===== src/rtl/core/plwe_pkg.sv =====
package plwe_pkg;

    localparam int WINDOW_DEPTH = 40;
    localparam int COUNT_BITS   = 16;
    localparam int SUM_BITS     = 22;
    localparam int FRESH_BITS   = 14;
    localparam int WIN_MS_BITS  = 16;
    localparam int TENTHS_BITS  = 10;

    localparam logic [1:0] CMD_REPORT = 2'd0;
    localparam logic [1:0] CMD_TICK   = 2'd1;
    localparam logic [1:0] CMD_CLEAR  = 2'd2;

    localparam logic CFG_FRESHNESS = 1'b0;
    localparam logic CFG_WINDOW    = 1'b1;

    localparam logic [1:0] ST_STALE    = 2'd0;
    localparam logic [1:0] ST_NO_PKTS  = 2'd1;
    localparam logic [1:0] ST_VALID    = 2'd2;

    localparam logic [FRESH_BITS-1:0]  FRESH_RESET  = 14'd3000;
    localparam logic [WIN_MS_BITS-1:0] WINDOW_RESET = 16'd3000;

    // Commands from the controller to the datapath
    typedef struct packed {
        logic take;      // latch the input request
        logic report;    // apply report bookkeeping
        logic clear;     // forget all link state
        logic age_step;  // test head entry for aging
        logic sum_start; // clear accumulators, start walk
        logic sum_step;  // add one entry
        logic div_start; // start the divider
        logic div_step;  // one quotient bit
        logic finish;    // register the result
    } ctl_t;

    // Status from the datapath to the controller
    typedef struct packed {
        logic is_report;
        logic is_tick;
        logic is_clear;
        logic age_done;
        logic sum_done;
        logic div_done;
    } sts_t;

endpackage


===== src/rtl/core/plwe_ctrl.sv =====
module plwe_ctrl (
    input  logic            clk,
    input  logic            rst_n,
    input  logic            s_tvalid,
    output logic            s_tready,
    output logic            m_tvalid,
    input  logic            m_tready,
    input  plwe_pkg::sts_t  sts,
    output plwe_pkg::ctl_t  ctl
);

    localparam logic [2:0] S_IDLE = 3'd0;
    localparam logic [2:0] S_DEC  = 3'd1;
    localparam logic [2:0] S_AGE  = 3'd2;
    localparam logic [2:0] S_AGW  = 3'd3;
    localparam logic [2:0] S_SUM  = 3'd4;
    localparam logic [2:0] S_DIV  = 3'd5;
    localparam logic [2:0] S_FIN  = 3'd6;

    logic [2:0] state_reg, state_next;
    logic       ov_reg, ov_next;

    // Input taken whenever idle; a pending result only holds the finish step
    assign s_tready = (state_reg == S_IDLE);
    assign m_tvalid = ov_reg;

    always_comb
    begin
        ctl        = '0;
        state_next = state_reg;
        ov_next    = ov_reg && !m_tready;
        unique case (state_reg)
            S_IDLE:
            begin
                if (s_tvalid && s_tready)
                begin
                    ctl.take   = 1'b1;
                    state_next = S_DEC;
                end
            end
            S_DEC:
            begin
                if (sts.is_report)
                begin
                    ctl.report = 1'b1;
                    state_next = S_IDLE;
                end
                else if (sts.is_tick || sts.is_clear)
                begin
                    ctl.clear  = sts.is_clear;
                    state_next = S_AGW;
                end
                else
                    state_next = S_IDLE;
            end
            S_AGW:
                state_next = S_AGE; // head entry read settles
            S_AGE:
            begin
                ctl.age_step = 1'b1;
                if (sts.age_done)
                begin
                    ctl.sum_start = 1'b1;
                    state_next    = S_SUM;
                end
                else
                    state_next = S_AGW;
            end
            S_SUM:
            begin
                if (sts.sum_done)
                begin
                    ctl.div_start = 1'b1;
                    state_next    = S_DIV;
                end
                else
                    ctl.sum_step = 1'b1;
            end
            S_DIV:
            begin
                ctl.div_step = 1'b1;
                if (sts.div_done)
                begin
                    ctl.div_step = 1'b0;
                    state_next   = S_FIN;
                end
            end
            S_FIN:
            begin
                // wait here while the previous result is still held
                if (!ov_reg || m_tready)
                begin
                    ctl.finish = 1'b1;
                    ov_next    = 1'b1;
                    state_next = S_IDLE;
                end
            end
            default:
                state_next = S_IDLE;
        endcase
    end

    always_ff @(posedge clk or negedge rst_n)
    begin
        if (!rst_n)
        begin
            state_reg <= S_IDLE;
            ov_reg    <= 1'b0;
        end
        else
        begin
            state_reg <= state_next;
            ov_reg    <= ov_next;
        end
    end

`ifndef SYNTHESIS
    a_fin_slot_free: assert property (@(posedge clk) disable iff (!rst_n)
        ctl.finish |-> (!ov_reg || m_tready)) else $error("result overwritten while pending");
    a_fin_sets_valid: assert property (@(posedge clk) disable iff (!rst_n)
        ctl.finish |=> m_tvalid) else $error("result not presented");
    a_one_phase: assert property (@(posedge clk) disable iff (!rst_n)
        $countones({ctl.report, ctl.sum_step, ctl.div_step, ctl.finish}) <= 1)
        else $error("overlapping phases");
`endif

endmodule


===== config.mk =====
export PLATFORM = sky130hd
export DESIGN_NAME = plwe_ctrl
export DESIGN_NICKNAME = d
export VERILOG_FILES = /design/src/rtl/core/plwe_pkg.sv /design/src/rtl/core/plwe_ctrl.sv
export SDC_FILE = /design/constraint.sdc
export NUM_CORES = 1
export LEC_CHECK = 0
export ABC_AREA = 0
export BUFFER_PORTS_ARGS = -buffer_cell sky130_fd_sc_hd__buf_2
export CAP_MARGIN = 20
export CORE_AREA = 3 3 40 42
export DETAILED_ROUTE_END_ITERATION = 10
export DIE_AREA = 0 0 43 45
export GPL_ROUTABILITY_DRIVEN = 0
export GPL_TIMING_DRIVEN = 0
export HOLD_SLACK_MARGIN = 0.02
export PLACE_DENSITY = 0.66
export SLEW_MARGIN = 10
export SYNTH_ARGS = -nofsm -noshare
export SYNTH_HDL_FRONTEND = slang
export SYNTH_SLANG_ARGS = --single-unit

===== constraint.sdc =====
create_clock -name clk -period 1.4 [get_ports clk]
set_clock_uncertainty 0.1 [all_clocks]
set_input_delay 0.28 -clock clk [delete_from_list [all_inputs] [get_ports clk]]
set_output_delay 0.28 -clock clk [all_outputs]
set_load 0.01 [all_outputs]

==> reports/metrics.cfg <==
[floorplanning]
die-area_sq_mm = 0.001935
io_pins = 21
rows = 13
start_util_pct = 28.14
design.core.area_sq_mm = 0.001285
die_h_um = 45
die_w_um = 43

[global_route]
grt_pass1_vias = 476
grt_use_total_pct = 12.93
grt_pass1_wl_um = 1890
grt_max_degree = 11
antenna_found_initial = 0
grt_overflow = 0

[synthesis]
ys_types = 27
postSynthAreaPerCell_sq_um = 8.409
ys_ff_latch = 4
syn-num-nets = 53
synth_area_leader_cell = dfrtp_1
ys_seq_area_share_pct = 27.68
syn_area_sq_um = 361.6
synth_top_area_share_pct = 27.68
yosys_warnings = 0
synth_area_leaders = dfrtp_1, nor2_1, a21o_1
synthCells = 43

[cts]
cts.reportedPaths.clkPinSlew_ns = 0.04
cts.path.max_buffers = 2
clock_latency_ns = 0.23
cts_sinks = 4
tritoncts = built
root_buffer = clkbuf_4
h-tree-depth = 1
cts_made_buffers = 3

[layout]
drive_above_1_share_pct = 67.05
postLayoutCoreUtil_pct = 61.15
diodes = 0
nets = 100
area_growth_pct = 117.3
largest_reg_flops = 3

[min_path]
hold_class = input pin to flop
hp-start = m_tready
min_to = m_tvalid$_DFF_PN0_
worstHoldPathCells = 3

[drt]
wl_per_cell_um = 12.60
post-route-drc-count = 0
num_vias = 492
ant_nets = 0
vias_per_cell = 4.777
wl_um = 1298
drt_iter0_drc = 2
drt_pre_antenna_iters = 4

[status]
violations = negative setup slack
status = finished with violations

[worst_setup_path]
r2r_start = state_reg[2]$_DFFE_PN0P_
setup.worst_path.end_class = primary output
rrSetupSlack_ns = -0.28
arrival_ns = 1.37
startpoint_type = flop
rr_endpoint = state_reg[1]$_DFFE_PN0P_
cp_max_fo = 3
critPathKind = flop to primary output
ff2ff_path_depth = 5
critPathRequiredTime_ns = 1.02

[timing]
setup_viol_count_final = 13
worst_pin_slew_ns = 0.2229
hold_violations = 0
finalMaxSlewViolations = 0
fmax_ghz = 0.5717
layout_setup_ws_ns = -0.3493
tns_ns = -3.169
timing.final.crit_share_pct = 125.0
rsz0062_at_grt = yes
period_needed_ns = 1.749
slew_headroom_pct = 85.08
timing.hold.ws_ns = 0.2897

[pwr]
p_per_area_mw_per_mm2 = 1892
peakVddDrop_uv = 858.7
p_leak_nw = 0.4254

[placement]
dpl.hpwl_um = 701.2
port_buffers = 20

[flow_run]
cap_violations = 0

[per-layer routing]
| metal | global-route usage, % | up-vias | wire, um |
|---|---|---|---|
| li1 | - | 244 | - |
| met4 | 9.036 | 0 | 17 |
| met5 | 0 | - | 0 |
| met3 | 1.594 | 2 | 48 |
| met1 | 12.11 | 232 | 480 |
| met2 | 25.75 | 14 | 752 |
[cell usage after synthesis, drive strengths merged]
| cell type | instances |
|---|---|
| nand2b | 1 |
| buf | 3 |
| nor2b | 1 |
| nand2 | 3 |
| or3b | 1 |
| o21a | 1 |
| a2bb2oi | 1 |
| o22ai | 2 |
| a21o | 2 |
| mux2i | 1 |
| nor3 | 1 |
| or2b | 1 |
| and2b | 1 |
| nor3b | 3 |
| and2 | 2 |
| or4b | 1 |
| dfrtp | 4 |
| nor2 | 7 |
| nand3b | 1 |
| a41o | 1 |
| o21ba | 1 |
| inv | 1 |
| and3 | 1 |
| o21ai | 2 |
[kinds of logic (layout without fill, tap and decap cells)]
family,Yosys count,in the layout,synth area share (%)
AO/OA/AOI/OAI,10,10,22.15
buffers and inverters,4,49,6.919
flip-flops,4,4,27.68
multiplexers,1,1,2.768
AND/OR/NAND/NOR,24,24,40.49
[worst max-delay path by stage]
stage	from	endpoint	slack, ns	cells past startpoint
2_1_floorplan	state_reg[1]$_DFFE_PN0P_	ctl[6]	-0.10	3
3_3_place_gp	state_reg[1]$_DFFE_PN0P_	ctl[6]	-0.21	4
3_5_place_dp	state_reg[1]$_DFFE_PN0P_	ctl[6]	-0.23	4
4_1_cts	state_reg[1]$_DFFE_PN0P_	ctl[6]	-0.45	4
5_1_grt	state_reg[2]$_DFFE_PN0P_	ctl[8]	-0.39	5
6_report	state_reg[2]$_DFFE_PN0P_	ctl[6]	-0.35	3
[area by class of cell]
| type | instances | area, sq um |
|---|---|---|
| multi-input combinational | 35 | 301.5 |
| clock buffer | 3 | 22.52 |
| tap | 15 | 18.77 |
| fill | 106 | 499.2 |
| inverter | 1 | 3.754 |
| buffer | 2 | 22.52 |
| timing repair buffer | 43 | 316.6 |
| sequential | 4 | 100.1 |
[cells in the final DEF, fill, tap and decap left out, drive strengths merged]
| cell | instances |
|---|---|
| buf | 44 |
| nor2 | 7 |
| dfrtp | 4 |
| nand2 | 3 |
| clkbuf | 3 |
| nor3b | 3 |
| o22ai | 2 |
| a21o | 2 |
| and2 | 2 |
| o21ai | 2 |
| nor3 | 1 |
| inv | 1 |
| or4b | 1 |
| and3 | 1 |
| nand2b | 1 |
| nand3b | 1 |
| or2b | 1 |
| nor2b | 1 |
| mux2i | 1 |
| a2bb2oi | 1 |
| o21a | 1 |
| o21ba | 1 |
| or3b | 1 |
| and2b | 1 |
| a41o | 1 |
| dlygate4sd3 | 1 |
[critical path: stages, from the launching register on]
cell and delay, ns:
dfrtp_1 0.39, or4b_4 0.55, nor2_4 0.10, buf_6 0.10
[timing repair]
item	4_1_cts	5_1_grt
gates resized for setup	10	15
endpoints found under the hold margin	4	0
buffers inserted	14	9
hold buffers	1	0
pin swaps	7	9
endpoints found under the setup margin	12	13
[stage by stage]
| step | setup WS (ns) | std cells | instance area (sq um) | total power, W |
|---|---|---|---|---|
| CTS | -0.4524 | 96 | 669.4 | 0.001225 |
| detailed placement | -0.2262 | 78 | 488.0 | 0.0008017 |
| global route | -0.3918 | 103 | 785.8 | 0.001603 |
| finish | -0.3493 | 103 | 785.8 | 0.001487 |
| floorplan | -0.1042 | 43 | 369.1 | 0.0006383 |
| global placement | -0.2119 | 78 | 488.0 | 0.0007924 |
[report_power, final]
part	internal [W]	total, W	switching, W
Sequential	0.000164	0.000201	0.0000373
Clock	0.0000954	0.000136	0.0000407
Combinational	0.000666	0.00115	0.000483
Total	0.000925	0.00149	0.000561
Note: power is estimated with default switching activity, not from simulation.
